## config.mk

```make
export PLATFORM = sky130hd
export DESIGN_NAME = log_band_spectrum_averager_unit_flat
export DESIGN_NICKNAME = d
export VERILOG_FILES = /design/src/hdl/lbsa_pkg.sv /design/src/hdl/lbsa_bin_if.sv /design/src/hdl/lbsa_band_if.sv /design/src/hdl/lbsa_divider.sv /design/src/hdl/lbsa_datapath.sv /design/src/hdl/lbsa_ctrl.sv /design/src/hdl/log_band_spectrum_averager_unit.sv /design/src/flat_wrapper.sv
export VERILOG_INCLUDE_DIRS = /design/src /design/src/hdl
export SDC_FILE = /design/constraint.sdc
export NUM_CORES = 2
export LEC_CHECK = 0
export BUFFER_PORTS_ARGS = -buffer_cell sky130_fd_sc_hd__buf_2
export CAP_MARGIN = 40
export CORE_UTILIZATION = 40
export DETAILED_ROUTE_END_ITERATION = 7
export REMOVE_ABC_BUFFERS = 1
export SLEW_MARGIN = 20
export SYNTH_ARGS = -nofsm -noshare
export SYNTH_HDL_FRONTEND = slang
export SYNTH_SLANG_ARGS = --single-unit
```

## constraint.sdc

```tcl
create_clock -name clk -period 13.7 [get_ports clk]
set_clock_uncertainty 0.2 [all_clocks]
set_input_delay 2.055 -clock clk [delete_from_list [all_inputs] [get_ports clk]]
set_output_delay 2.055 -clock clk [all_outputs]
set_load 0.02 [all_outputs]
```

## src/hdl/log_band_spectrum_averager_unit_defines.svh

```systemverilog
// Assertion macros used by the log band averager controller.
`ifndef LOG_BAND_SPECTRUM_AVERAGER_UNIT_DEFINES_SVH
`define LOG_BAND_SPECTRUM_AVERAGER_UNIT_DEFINES_SVH

// same-cycle implication, disabled during reset
`define LBSA_ASSERT_IMP(lbl, ck, rn, ant, con) \
	lbl: assert property (@(posedge ck) disable iff (!(rn)) (ant) |-> (con)) \
		else $error("lbsa assertion failed");

// next-cycle implication, disabled during reset
`define LBSA_ASSERT_NXT(lbl, ck, rn, ant, con) \
	lbl: assert property (@(posedge ck) disable iff (!(rn)) (ant) |=> (con)) \
		else $error("lbsa assertion failed");

`endif

```

## src/hdl/lbsa_pkg.sv

```systemverilog
// Shared types and constants of the log band averager.
`timescale 1ns / 1ps
package lbsa_pkg;

	localparam logic [10:0] CNT_MAX  = 11'h7FF;
	localparam logic [47:0] EDGE_MAX = 48'hFFFF_FFFF_FFFF;

	localparam logic [6:0]  NUM_BANDS_RST  = 7'd16;
	localparam logic [31:0] FIRST_EDGE_RST = 32'd30430;
	localparam logic [25:0] BAND_RATIO_RST = 26'd103872;

	typedef enum logic [1:0] {
		REG_NUM_BANDS  = 2'd0,
		REG_FIRST_EDGE = 2'd1,
		REG_BAND_RATIO = 2'd2
	} reg_idx_t;

	typedef struct packed {
		logic [6:0]  num_bands;
		logic [31:0] first_edge_bins;
		logic [25:0] band_ratio;
	} cfg_t;

	typedef struct packed {
		logic accept;
		logic div_start;
		logic edge_hi;
		logic edge_lo;
		logic load_out;
	} ctrl_cmd_t;

	typedef struct packed {
		logic close;
		logic div_done;
		logic out_busy;
	} dp_status_t;

endpackage

```

## src/hdl/lbsa_bin_if.sv

```systemverilog
// Input channel: one FFT bin per item.
`timescale 1ns / 1ps
interface lbsa_bin_if;
	logic        valid;
	logic        ready;
	logic [15:0] magnitude;
	logic        channel;
	logic        last_bin;

	modport source (output valid, magnitude, channel, last_bin, input ready);
	modport sink (input valid, magnitude, channel, last_bin, output ready);
endinterface

```

## src/hdl/lbsa_band_if.sv

```systemverilog
// Output channel: one band average per item.
`timescale 1ns / 1ps
interface lbsa_band_if;
	logic        valid;
	logic        ready;
	logic [5:0]  band_index;
	logic        band_channel;
	logic [15:0] average;
	logic        end_of_frame;
	logic        truncated;

	modport source (output valid, band_index, band_channel, average, end_of_frame, truncated,
		input ready);
	modport sink (input valid, band_index, band_channel, average, end_of_frame, truncated,
		output ready);
endinterface

```

## src/hdl/lbsa_divider.sv

```systemverilog
// Restoring divider, one quotient bit per cycle.
`timescale 1ns / 1ps
module lbsa_divider #(
	parameter int DVD_W = 40,
	parameter int DVS_W = 11
) (
	input  logic             clk,
	input  logic             arst_n,
	input  logic             start,
	input  logic [DVD_W-1:0] dividend,
	input  logic [DVS_W-1:0] divisor,
	output logic             done,
	output logic [DVD_W-1:0] quotient
);
	localparam int CW = $clog2(DVD_W + 1);

	logic             busy_q;
	logic             done_q;
	logic [CW-1:0]    cnt_q;
	logic [DVD_W-1:0] quo_q;
	logic [DVS_W-1:0] rem_q;
	logic [DVS_W-1:0] dvs_q;
	logic [DVS_W:0]   trial;
	logic [DVS_W:0]   diff;
	logic             ge;

	assign trial = {rem_q, quo_q[DVD_W-1]};
	assign ge    = trial >= {1'b0, dvs_q};
	assign diff  = trial - {1'b0, dvs_q};

	always_ff @(posedge clk or negedge arst_n) begin
		if (!arst_n) begin
			busy_q <= 1'b0;
			done_q <= 1'b0;
			cnt_q  <= '0;
		end else begin
			done_q <= 1'b0;
			if (start) begin
				busy_q <= 1'b1;
				cnt_q  <= CW'(DVD_W);
			end else if (busy_q) begin
				cnt_q <= cnt_q - CW'(1);
				if (cnt_q == CW'(1)) begin
					busy_q <= 1'b0;
					done_q <= 1'b1;
				end
			end
		end
	end

	always_ff @(posedge clk) begin
		if (start) begin
			quo_q <= dividend;
			rem_q <= '0;
			dvs_q <= divisor;
		end else if (busy_q) begin
			quo_q <= {quo_q[DVD_W-2:0], ge};
			rem_q <= ge ? diff[DVS_W-1:0] : trial[DVS_W-1:0];
		end
	end

	assign done     = done_q;
	assign quotient = quo_q;
endmodule

```

## src/hdl/lbsa_datapath.sv

```systemverilog
// Datapath: band accumulation, edge update, divider and output register.
`timescale 1ns / 1ps
module lbsa_datapath import lbsa_pkg::*; #(
	parameter int MAX_BANDS = 64,
	parameter int MAG_BITS  = 16
) (
	input  logic        clk,
	input  logic        arst_n,
	input  cfg_t        cfg,
	input  ctrl_cmd_t   cmd,
	output dp_status_t  status,
	input  logic [15:0] magnitude,
	input  logic        channel,
	input  logic        last_bin,
	output logic        out_valid,
	input  logic        out_ready,
	output logic [5:0]  band_index,
	output logic        band_channel,
	output logic [15:0] average,
	output logic        end_of_frame,
	output logic        truncated
);
	localparam int MAG_W = (MAG_BITS < 16) ? MAG_BITS : 16;
	localparam int SUM_W = MAG_W + 24;
	localparam int CB_W  = $clog2(MAX_BANDS + 1);

	logic [10:0]      bin_q;
	logic [CB_W-1:0]  cur_q;
	logic [SUM_W-1:0] sum_q;
	logic [10:0]      cnt_q;
	logic [47:0]      edge_q;
	logic [57:0]      prod_hi_q;
	logic             frame_end_q;

	logic [5:0]       res_index_q;
	logic             res_chan_q;
	logic             res_eof_q;
	logic             res_trunc_q;

	logic             out_valid_q;
	logic [5:0]       out_index_q;
	logic             out_chan_q;
	logic [15:0]      out_avg_q;
	logic             out_eof_q;
	logic             out_trunc_q;

	logic [8:0]       bands9;
	logic [8:0]       cur9;
	logic             band_open;
	logic [SUM_W-1:0] sum_new;
	logic [10:0]      cnt_new;
	logic [11:0]      bin_p1;
	logic             reached;
	logic             close;
	logic [41:0]      prod_lo;
	logic [58:0]      edge_sum;
	logic [SUM_W-1:0] quotient;
	logic             div_done;

	assign bands9    = (9'(cfg.num_bands) > 9'(MAX_BANDS)) ? 9'(MAX_BANDS) : 9'(cfg.num_bands);
	assign cur9      = 9'(cur_q);
	assign band_open = (bin_q != 11'd0) && (cur9 < bands9);
	assign sum_new   = sum_q + SUM_W'(magnitude[MAG_W-1:0]);
	assign cnt_new   = (cnt_q == CNT_MAX) ? cnt_q : cnt_q + 11'd1;
	assign bin_p1    = 12'(bin_q) + 12'd1;
	assign reached   = {8'd0, bin_p1, 28'd0} >> 12 >= edge_q;
	assign close     = band_open && (reached || last_bin);

	assign prod_lo  = 42'(edge_q[15:0]) * 42'(cfg.band_ratio);
	assign edge_sum = 59'(prod_hi_q) + 59'(prod_lo[41:16]);

	lbsa_divider #(
		.DVD_W (SUM_W),
		.DVS_W (11)
	) u_div (
		.clk      (clk),
		.arst_n   (arst_n),
		.start    (cmd.div_start),
		.dividend (sum_new),
		.divisor  (cnt_new),
		.done     (div_done),
		.quotient (quotient)
	);

	always_ff @(posedge clk or negedge arst_n) begin
		if (!arst_n) begin
			bin_q       <= '0;
			cur_q       <= '0;
			sum_q       <= '0;
			cnt_q       <= '0;
			edge_q      <= 48'(FIRST_EDGE_RST);
			frame_end_q <= 1'b0;
		end else begin
			if (cmd.accept) begin
				if (band_open) begin
					if (close) begin
						sum_q <= '0;
						cnt_q <= '0;
						cur_q <= cur_q + CB_W'(1);
						frame_end_q <= last_bin;
					end else begin
						sum_q <= sum_new;
						cnt_q <= cnt_new;
					end
				end
				if (last_bin) begin
					bin_q  <= '0;
					cur_q  <= '0;
					sum_q  <= '0;
					cnt_q  <= '0;
					edge_q <= 48'(cfg.first_edge_bins);
				end else if (bin_q != CNT_MAX) begin
					bin_q <= bin_q + 11'd1;
				end
			end
			if (cmd.edge_lo && !frame_end_q) begin
				edge_q <= (edge_sum > 59'(EDGE_MAX)) ? EDGE_MAX : edge_sum[47:0];
			end
		end
	end

	// result fields captured when a band closes
	always_ff @(posedge clk) begin
		if (cmd.accept && close) begin
			res_index_q <= 6'(cur_q);
			res_chan_q  <= channel;
			res_eof_q   <= last_bin || ((cur9 + 9'd1) == bands9);
			res_trunc_q <= !reached;
		end
		if (cmd.edge_hi) begin
			prod_hi_q <= 58'(edge_q[47:16]) * 58'(cfg.band_ratio);
		end
	end

	always_ff @(posedge clk or negedge arst_n) begin
		if (!arst_n) begin
			out_valid_q <= 1'b0;
		end else if (cmd.load_out) begin
			out_valid_q <= 1'b1;
		end else if (out_ready) begin
			out_valid_q <= 1'b0;
		end
	end

	always_ff @(posedge clk) begin
		if (cmd.load_out) begin
			out_index_q <= res_index_q;
			out_chan_q  <= res_chan_q;
			out_avg_q   <= quotient[15:0];
			out_eof_q   <= res_eof_q;
			out_trunc_q <= res_trunc_q;
		end
	end

	assign status.close    = close;
	assign status.div_done = div_done;
	assign status.out_busy = out_valid_q && !out_ready;

	assign out_valid    = out_valid_q;
	assign band_index   = out_index_q;
	assign band_channel = out_chan_q;
	assign average      = out_avg_q;
	assign end_of_frame = out_eof_q;
	assign truncated    = out_trunc_q;
endmodule

```

## src/hdl/lbsa_ctrl.sv

```systemverilog
// Controller: sequences edge update, division and result hand-off.
`timescale 1ns / 1ps
`include "log_band_spectrum_averager_unit_defines.svh"
module lbsa_ctrl import lbsa_pkg::*; (
	input  logic       clk,
	input  logic       arst_n,
	input  logic       in_valid,
	output logic       in_ready,
	input  dp_status_t status,
	output ctrl_cmd_t  cmd
);
	typedef enum logic [4:0] {
		ST_IDLE     = 5'b00001,
		ST_EDGE_HI  = 5'b00010,
		ST_EDGE_LO  = 5'b00100,
		ST_DIV_WAIT = 5'b01000,
		ST_PUT      = 5'b10000
	} state_t;

	state_t state_q;
	state_t state_d;
	logic   accept;

	assign in_ready = (state_q == ST_IDLE);
	assign accept   = in_ready && in_valid;

	always_comb begin
		state_d = state_q;
		unique case (state_q)
			ST_IDLE: begin
				if (accept && status.close) state_d = ST_EDGE_HI;
			end
			ST_EDGE_HI:  state_d = ST_EDGE_LO;
			ST_EDGE_LO:  state_d = ST_DIV_WAIT;
			ST_DIV_WAIT: begin
				if (status.div_done) state_d = ST_PUT;
			end
			ST_PUT: begin
				if (!status.out_busy) state_d = ST_IDLE;
			end
			default: state_d = ST_IDLE;
		endcase
	end

	always_ff @(posedge clk or negedge arst_n) begin
		if (!arst_n) begin
			state_q <= ST_IDLE;
		end else begin
			state_q <= state_d;
		end
	end

	assign cmd.accept    = accept;
	assign cmd.div_start = accept && status.close;
	assign cmd.edge_hi   = (state_q == ST_EDGE_HI);
	assign cmd.edge_lo   = (state_q == ST_EDGE_LO);
	assign cmd.load_out  = (state_q == ST_PUT) && !status.out_busy;

	`LBSA_ASSERT_NXT(a_close_starts_edge, clk, arst_n, accept && status.close, state_q == ST_EDGE_HI)
	`LBSA_ASSERT_IMP(a_done_in_wait, clk, arst_n, status.div_done, state_q == ST_DIV_WAIT)
	`LBSA_ASSERT_NXT(a_put_to_idle, clk, arst_n, cmd.load_out, state_q == ST_IDLE)
endmodule

```

## src/hdl/log_band_spectrum_averager_unit.sv

```systemverilog
// Top level: APB register file, controller and datapath of the log band averager.
// A bin that leaves its band open is taken without stalling; such bins stream at one per cycle.
// A bin that closes a band holds the input through the edge update, the division
// (one quotient bit per cycle) and the hand-off of its average to the output register.
// The result register lets the next bins enter while a band average waits to be taken.
// Asynchronous active-low reset clears the registers to their defaults and all frame state.
`timescale 1ns / 1ps
module log_band_spectrum_averager_unit import lbsa_pkg::*; #(
	parameter int MAX_BANDS = 64,
	parameter int MAG_BITS  = 16
) (
	input  logic        clk,
	input  logic        arst_n,
	lbsa_bin_if.sink    bin_in,
	lbsa_band_if.source band_out,
	input  logic        psel,
	input  logic        penable,
	input  logic        pwrite,
	input  logic [3:0]  paddr,
	input  logic [31:0] pwdata,
	output logic [31:0] prdata,
	output logic        pready
);
	cfg_t       cfg_q;
	ctrl_cmd_t  cmd;
	dp_status_t status;
	logic       in_ready;

	assign pready = 1'b1;

	always_ff @(posedge clk or negedge arst_n) begin
		if (!arst_n) begin
			cfg_q.num_bands       <= NUM_BANDS_RST;
			cfg_q.first_edge_bins <= FIRST_EDGE_RST;
			cfg_q.band_ratio      <= BAND_RATIO_RST;
		end else if (psel && penable && pwrite) begin
			unique case (paddr[3:2])
				REG_NUM_BANDS:  cfg_q.num_bands       <= pwdata[6:0];
				REG_FIRST_EDGE: cfg_q.first_edge_bins <= pwdata;
				REG_BAND_RATIO: cfg_q.band_ratio      <= pwdata[25:0];
				default: ;
			endcase
		end
	end

	always_comb begin
		unique case (paddr[3:2])
			REG_NUM_BANDS:  prdata = 32'(cfg_q.num_bands);
			REG_FIRST_EDGE: prdata = cfg_q.first_edge_bins;
			REG_BAND_RATIO: prdata = 32'(cfg_q.band_ratio);
			default:        prdata = 32'd0;
		endcase
	end

	lbsa_ctrl u_ctrl (
		.clk      (clk),
		.arst_n   (arst_n),
		.in_valid (bin_in.valid),
		.in_ready (in_ready),
		.status   (status),
		.cmd      (cmd)
	);

	assign bin_in.ready = in_ready;

	lbsa_datapath #(
		.MAX_BANDS (MAX_BANDS),
		.MAG_BITS  (MAG_BITS)
	) u_dp (
		.clk          (clk),
		.arst_n       (arst_n),
		.cfg          (cfg_q),
		.cmd          (cmd),
		.status       (status),
		.magnitude    (bin_in.magnitude),
		.channel      (bin_in.channel),
		.last_bin     (bin_in.last_bin),
		.out_valid    (band_out.valid),
		.out_ready    (band_out.ready),
		.band_index   (band_out.band_index),
		.band_channel (band_out.band_channel),
		.average      (band_out.average),
		.end_of_frame (band_out.end_of_frame),
		.truncated    (band_out.truncated)
	);
endmodule
```

## src/flat_wrapper.sv

```systemverilog
// flat-port wrapper written by rule: the top's interface ports become plain ports
module log_band_spectrum_averager_unit_flat import lbsa_pkg::*;
#(
	parameter int MAX_BANDS = 64,
	parameter int MAG_BITS  = 16
)
  (clk, arst_n, psel, penable, pwrite, paddr, pwdata, prdata, pready, bin_in_valid, bin_in_magnitude, bin_in_channel, bin_in_last_bin, bin_in_ready, band_out_valid, band_out_band_index, band_out_band_channel, band_out_average, band_out_end_of_frame, band_out_truncated, band_out_ready);
  lbsa_bin_if bin_in_i ();
  lbsa_band_if band_out_i ();
  input  logic clk;
  input  logic arst_n;
  input  logic psel;
  input  logic penable;
  input  logic pwrite;
  input  logic [3:0] paddr;
  input  logic [31:0] pwdata;
  output logic [31:0] prdata;
  output logic pready;
  input wire logic [$bits(bin_in_i.valid)-1:0] bin_in_valid;
  input wire logic [$bits(bin_in_i.magnitude)-1:0] bin_in_magnitude;
  input wire logic [$bits(bin_in_i.channel)-1:0] bin_in_channel;
  input wire logic [$bits(bin_in_i.last_bin)-1:0] bin_in_last_bin;
  output wire logic [$bits(bin_in_i.ready)-1:0] bin_in_ready;
  output wire logic [$bits(band_out_i.valid)-1:0] band_out_valid;
  output wire logic [$bits(band_out_i.band_index)-1:0] band_out_band_index;
  output wire logic [$bits(band_out_i.band_channel)-1:0] band_out_band_channel;
  output wire logic [$bits(band_out_i.average)-1:0] band_out_average;
  output wire logic [$bits(band_out_i.end_of_frame)-1:0] band_out_end_of_frame;
  output wire logic [$bits(band_out_i.truncated)-1:0] band_out_truncated;
  input wire logic [$bits(band_out_i.ready)-1:0] band_out_ready;
  assign bin_in_i.valid = bin_in_valid;
  assign bin_in_i.magnitude = bin_in_magnitude;
  assign bin_in_i.channel = bin_in_channel;
  assign bin_in_i.last_bin = bin_in_last_bin;
  assign bin_in_ready = bin_in_i.ready;
  assign band_out_valid = band_out_i.valid;
  assign band_out_band_index = band_out_i.band_index;
  assign band_out_band_channel = band_out_i.band_channel;
  assign band_out_average = band_out_i.average;
  assign band_out_end_of_frame = band_out_i.end_of_frame;
  assign band_out_truncated = band_out_i.truncated;
  assign band_out_i.ready = band_out_ready;
  log_band_spectrum_averager_unit #(.MAX_BANDS(MAX_BANDS), .MAG_BITS(MAG_BITS)) u_core (.clk(clk), .arst_n(arst_n), .bin_in(bin_in_i), .band_out(band_out_i), .psel(psel), .penable(penable), .pwrite(pwrite), .paddr(paddr), .pwdata(pwdata), .prdata(prdata), .pready(pready));
endmodule
```

After elaboration in Yosys (flattened, before gate mapping)
Cells that the tools add are included.
{"block": "totals", "ff_bits": 351, "word_cells": 125, "input_bits": 61, "output_inout_bits": 60}
{"block": "classes", "eq_ne": 14, "n_lt_le_gt_ge": 5, "multipliers": 2, "muxes": 35, "n_reduce_logical": 33, "add_sub_neg": 9}
{"operator": "40-bit 2-to-1 mux", "count": 5}
{"operator": "48-bit 2-to-1 mux", "count": 4}
{"operator": "32-bit one-hot mux with 3 select lines", "count": 1}
{"operator": "11-bit 2-to-1 mux", "count": 7}
{"operator": "58-bit by 26-bit adder with 59-bit output", "count": 1}
{"operator": "59-bit by 48-bit > comparator with 1-bit output, second input constant", "count": 1}
{"operator": "32-bit by 26-bit multiplier with 58-bit output", "count": 1}
{"operator": "28-bit by 48-bit >= comparator with 1-bit output", "count": 1}
{"operator": "16-bit by 26-bit multiplier with 42-bit output", "count": 1}
{"operator": "40-bit by 16-bit adder with 40-bit output", "count": 1}
{"operator": "7-bit 2-to-1 mux", "count": 4}
{"operator": "5-bit one-hot mux with 5 select lines", "count": 1}
{"operator": "11-bit by 1-bit adder with 11-bit output, second input constant", "count": 2}
{"operator": "5-bit 2-to-1 mux", "count": 3}
{"operator": "2-bit nonzero test", "count": 7}
{"operator": "11-bit by 1-bit adder with 12-bit output, second input constant", "count": 1}
{"operator": "12-bit by 11-bit >= comparator with 1-bit output", "count": 1}
{"operator": "6-bit 2-to-1 mux", "count": 2}
{"operator": "2-bit AND reduction", "count": 6}
{"operator": "11-bit equality test, second input constant", "count": 1}
{"operator": "11-bit != test, second input constant", "count": 1}
{"operator": "11-bit nonzero test", "count": 1}
{"operator": "11-bit subtractor", "count": 1}
{"operator": "1-bit logical AND", "count": 9}
{"operator": "20 further kinds", "count": 35}

Depth between registers and ports, before layout
{"block": "logic_depth", "depth_word": 8, "depth_mapped": 41}

By module
Synthesis repeated with hierarchy kept, for this count alone.
{"block": "hier_totals", "cells_unflattened": 6112, "hier_area_um2": 57517.7}
{"mod": "lbsa_datapath", "instances": 1, "cells_each": 5595, "area_each_um2": 50642.3}
{"mod": "lbsa_divider", "instances": 1, "cells_each": 281, "area_each_um2": 3518.4}
{"mod": "log_band_spectrum_averager_unit", "instances": 1, "cells_each": 198, "area_each_um2": 2969.1}
{"mod": "lbsa_ctrl", "instances": 1, "cells_each": 38, "area_each_um2": 387.9}

Least setup slack after synthesis
Ideal clock, no wire load.
{"block": "synth_path", "kind": "flip-flop to flip-flop", "startpoint": "register u_core.u_dp.edge_q[9]", "endpoint": "register u_core.u_dp.edge_q[24]", "path_stages_with_launch": 41, "setup_time_ns": 0.127, "arrival_ns": 9.160, "synth_period_minus_slack_ns": 9.488, "slack_ns": 4.212, "path_cell_list": "dfstp_2 clkbuf_1 buf_1 nand2_1 fa_1 inv_1 fa_1 inv_1 fa_1 inv_1 fa_1 fa_1 inv_1 fa_1 inv_1 ha_1 a21o_1 a211o_1 (+5 left out) nand2b_1 a21oi_1 xnor2_1 ha_1 buf_2 and4_4 and4_1 o21ba_1 or3_1 a21oi_2 o21ai_1 a311o_1 a21boi_1 nor4b_2 and4_1 buf_6 buf_12 a21oi_1"}
{"block": "synth_between", "elab_chain_cells": 5}
{"item": "start, declared", "line": "lbsa_datapath.sv:31", "rtl": "logic [47:0] edge_q;"}
{"item": "start signal, assigned", "line": "lbsa_datapath.sv:91", "rtl": "edge_q <= 48'(FIRST_EDGE_RST);"}
{"item": "start signal, assigned", "line": "lbsa_datapath.sv:111", "rtl": "edge_q <= 48'(cfg.first_edge_bins);"}
{"item": "start signal, assigned", "line": "lbsa_datapath.sv:117", "rtl": "edge_q <= (edge_sum > 59'(EDGE_MAX)) ? EDGE_MAX : edge_sum[47:0];"}
{"item": "16-bit by 26-bit multiplier with 42-bit output (*)", "line": "lbsa_datapath.sv:69", "rtl": "assign prod_lo = 42'(edge_q[15:0]) * 42'(cfg.band_ratio);"}
{"item": "58-bit by 26-bit adder with 59-bit output (*)", "line": "lbsa_datapath.sv:70", "rtl": "assign edge_sum = 59'(prod_hi_q) + 59'(prod_lo[41:16]);"}
{"item": "59-bit by 48-bit > comparator with 1-bit output", "line": "lbsa_datapath.sv:117"}
{"item": "48-bit 2-to-1 mux (*)", "line": "lbsa_datapath.sv:117"}
{"item": "48-bit 2-to-1 mux (*)", "line": "lbsa_datapath.sv:116", "rtl": "if (cmd.edge_lo && !frame_end_q) begin"}
Every way passes the cells marked *; elsewhere a longest branch is shown, timed or not.
A chain may end at the register's enable or synchronous reset.

Final worst setup path
{"block": "layout_path", "startpoint": "register u_core.cfg_q[11] (netlist bit)", "endpoint": "register u_core.u_dp.edge_q[18]"}
{"block": "layout_between", "elab_chain_cells": 5}
{"item": "start, declared", "line": "log_band_spectrum_averager_unit.sv:24", "rtl": "cfg_t cfg_q;"}
{"item": "16-bit by 26-bit multiplier with 42-bit output (*)", "line": "lbsa_datapath.sv:69"}
{"item": "58-bit by 26-bit adder with 59-bit output (*)", "line": "lbsa_datapath.sv:70"}
{"item": "59-bit by 48-bit > comparator with 1-bit output", "line": "lbsa_datapath.sv:117"}
{"item": "48-bit 2-to-1 mux (*)", "line": "lbsa_datapath.sv:117"}
{"item": "48-bit 2-to-1 mux (*)", "line": "lbsa_datapath.sv:116"}
Marked as above.

==> impl_metrics.tcl <==
set metrics [dict create \
    wl_um 156000 \
    crit_path_max_incr_delay_ps 740 \
    yosys-top-cells-count "sky130_fd_sc_hd__inv_1 (1139), sky130_fd_sc_hd__fa_1 (1054), sky130_fd_sc_hd__nand2_1 (1012)" \
    dp_worst_setup_slack_ps 2760 \
    effective_utilization_at_floorplan_pct 40.3 \
    yosys_warnings 0 \
    floorplan.die.width_um 380 \
    unrepaired_setup_endpoints_after_global_routing "no" \
    finalSetupViolations 0 \
    final_net_count 7524 \
    maximum_number_of_pins_on_one_net_before_global_route_repair 111 \
    setup-tns-final_ps 0 \
    number_of_gates_resized_after_cts 0 \
    row_count 138 \
    initial_antenna_violation_count 7 \
    synth.largest_area_cell "sky130_fd_sc_hd__fa_1" \
    hold_buffers 0 \
    worstSetupPathType "flip-flop to flip-flop" \
    required_arrival_time_at_the_worst_endpoint_ps 14010 \
    finalWorstSetupSlack_ps 2650 \
    failed_checks "design-rule violations" \
    critical_path.most_common_cell "sky130_fd_sc_hd__fa_1" \
    worst_pin_slew_ps 899 \
    vias_per_cell 5.25 \
    timing.critical_path.arrival_ps 11360 \
    cp-end-kind "flip-flop" \
    reg2reg_setup_slack_ps 2650 \
    die_h_um 380 \
    syn2layout_area_growth_pct 6.82 \
    fmax_mhz 90.5 \
    post_drt_wl_per_cell_um 19.6 \
    yosys.cell_count.top_type "sky130_fd_sc_hd__inv_1" \
    dpl-instance-area_um2 59400 \
    routabilityCongestion 0.900 \
    proportion_of_layout_cells_with_a_drive_suffix_above_1_pct 7.35 \
    postSynth.asyncResetShare_pct 56.1 \
    placedCellCount 7861 \
    hp-class "flip-flop to flip-flop" \
    grt_remaining_overflow 0 \
    timing_hold_violations_final 0 \
    drt_pass1_iterations 7 \
    syn-mean-instance-area_um2 9.31 \
    cap_viol_max_count 0 \
    synth_instances 6126 \
    cts-htree-levels 2 \
    stdcell_count 7948 \
    critical_path_peak_fanout 27 \
    synth.yosys.seq_area_share_pct 16.6 \
    synth_top_area_share_pct 37.0 \
    synth.ff_latch_count 351 \
    grt_pass1_wl_um 251000 \
    post_synth_main_area_contributors "sky130_fd_sc_hd__fa_1 (37%), sky130_fd_sc_hd__ha_1 (8.5%), sky130_fd_sc_hd__edfxtp_1 (7.5%)" \
    cts_made_buffers 43 \
    overall_via_count_from_detail_route 41729 \
    clock-sinks 351 \
    grt.total_usage_pct 22.3 \
    cts_root_buf "sky130_fd_sc_hd__clkbuf_16" \
    port_buffers 117 \
    clkLatencyLatePin_ps 650 \
    synth.lib_cells_used.distinct 90 \
    timing.max_slew.rel_slack_pct 40.0 \
    post-route-drc-count 4 \
    critical_path.slowest_cell "sky130_fd_sc_hd__dfrtp_2" \
    number_of_global_route_vias_before_repair 44017 \
    synth.cell_area_um2 57000 \
    outcome "finished with violations" \
    min_period_over_period_pct 80.7 \
    route.antenna.remaining_nets 0 \
    clk_path_buf_depth 3 \
    place.detailed.hpwl_um 120000 \
    fin_area_um2 60900 \
    slew_viol_final 0 \
    setup.worst_path.start_class "flip-flop" \
    design.portCount 121 \
    crit_family "adder cells" \
    shortest_clock_period_the_worst_path_allows_after_layout_ps 11050 \
    cts_tree "yes" \
    drtIter0Drc 3052 \
    core_area_um2 141000 \
    postCtsSetupRepairBufs 0 \
    yosys_most_used_dff "sky130_fd_sc_hd__dfrtp_1" \
    area_of_the_die_um2 144000 \
    clkTransAtPathRegs_ps 60 \
    synth_edf_count 143 \
    path_buf_inv 5 \
]
cell usage in the layout, fill, tap and decap left out, drive strengths merged, types with 47 or more instances in the layout:
| master | Yosys | layout |
|---|---|---|
| and3 | 47 | 47 |
| nand3 | 56 | 56 |
| clkbuf | 329 | 56 |
| nor2 | 119 | 119 |
| a21oi | 199 | 199 |
| xor2 | 76 | 76 |
| dfrtp | 166 | 166 |
| edfxtp | 143 | 143 |
| and2 | 478 | 478 |
| xnor2 | 119 | 119 |
| nand2 | 1012 | 1012 |
| inv | 1140 | 1145 |
| mux2 | 68 | 68 |
| o21ai | 175 | 175 |
| buf | 38 | 215 |
| ha | 388 | 388 |
| a21o | 51 | 51 |
| fa | 1054 | 1054 |
worst paths after layout:
kind,start,to,depth (start not counted)
max,u_core.cfg_q[11]$_DFFE_PN0P_,u_core.u_dp.edge_q[18]$_DFFE_PN0P_,35
min,u_core.u_dp.res_chan_q$_DFFE_PP_,u_core.u_dp.band_channel$_DFFE_PP_,0
max reg2reg,u_core.cfg_q[11]$_DFFE_PN0P_,u_core.u_dp.edge_q[18]$_DFFE_PN0P_,35
min reg2reg,u_core.u_dp.res_chan_q$_DFFE_PP_,u_core.u_dp.band_channel$_DFFE_PP_,0
max in group asynchronous,arst_n,u_core.cfg_q[15]$_DFFE_PN1P_,4
min in group asynchronous,arst_n,u_core.u_dp.sum_q[1]$_DFFE_PN0P_,1
flip-flops by register name (all words and copies together) (netlist names), 5 cells and up:
name	flops
u_core.u_dp.prod_hi_q	58
u_core.u_dp.u_div.rem_q	11
u_core.cfg_q	65
u_core.u_dp.average	16
u_core.u_dp.u_div.quotient	40
u_core.u_ctrl.state_q	5
u_core.u_dp.band_index	6
u_core.u_dp.cur_q	7
u_core.u_dp.sum_q	40
u_core.u_dp.bin_q	11
u_core.u_dp.edge_q	48
u_core.u_dp.u_div.dvs_q	11
u_core.u_dp.cnt_q	11
u_core.u_dp.u_div.cnt_q	6
u_core.u_dp.res_index_q	6
metrics by stage:
stage	hold WS (ps)	utilization, %
4_1_cts	177	43.0
6_report	187	43.1
2_1_floorplan	200	-
5_1_grt	197	43.1
3_3_place_gp	201	41.9
3_5_place_dp	205	42.0
worst register-to-register path, delay by kind of cell, from the launching register on:
family                   cells  cell delay (ps)
XOR/XNOR                     1              200
buffers and inverters        5              900
AO/OA/AOI/OAI               14             3170
AND/OR/NAND/NOR              7             1760
adder cells (fa/ha/maj)      8             3930
flip-flops                   1              740
area by class of cell:
type                       count  area, um2
antenna                        2       5.00
fill                       13733      80500
tap                         1890       2360
clock buffer                  55       1170
multi-input combinational   4267      41800
timing repair buffer         217       1450
sequential                   351       9500
inverter                    1141       4290
clock inverter                25        320
kinds of logic (layout without fill, tap and decap cells):
group,count (synthesis),after routing,synth area share [%]
and+or+nand+nor,1889,1889,15.7
buffers and inverters,1508,1438,10.1
adders and majority gates,1442,1442,45.5
AOI/OAI and AO/OA,657,657,7.39
DFF,351,351,16.6
xor gates and xnor gates,195,195,3.00
muxes,83,83,1.61
other,1,3,0.00658
metal layers:
layer  vias to the layer above  GRT usage [%]  wire length (um)
li1                      18593              -                 -
met1                     21495           30.2             66800
met2                      1381           35.4             71000
met3                       254           5.02             13000
met4                         6           6.64              4950
met5                         -              0                40
Power is left out: the tool's default activity adds up to more than one toggle a clock period on the data nets, which glitch-free logic cannot reach.
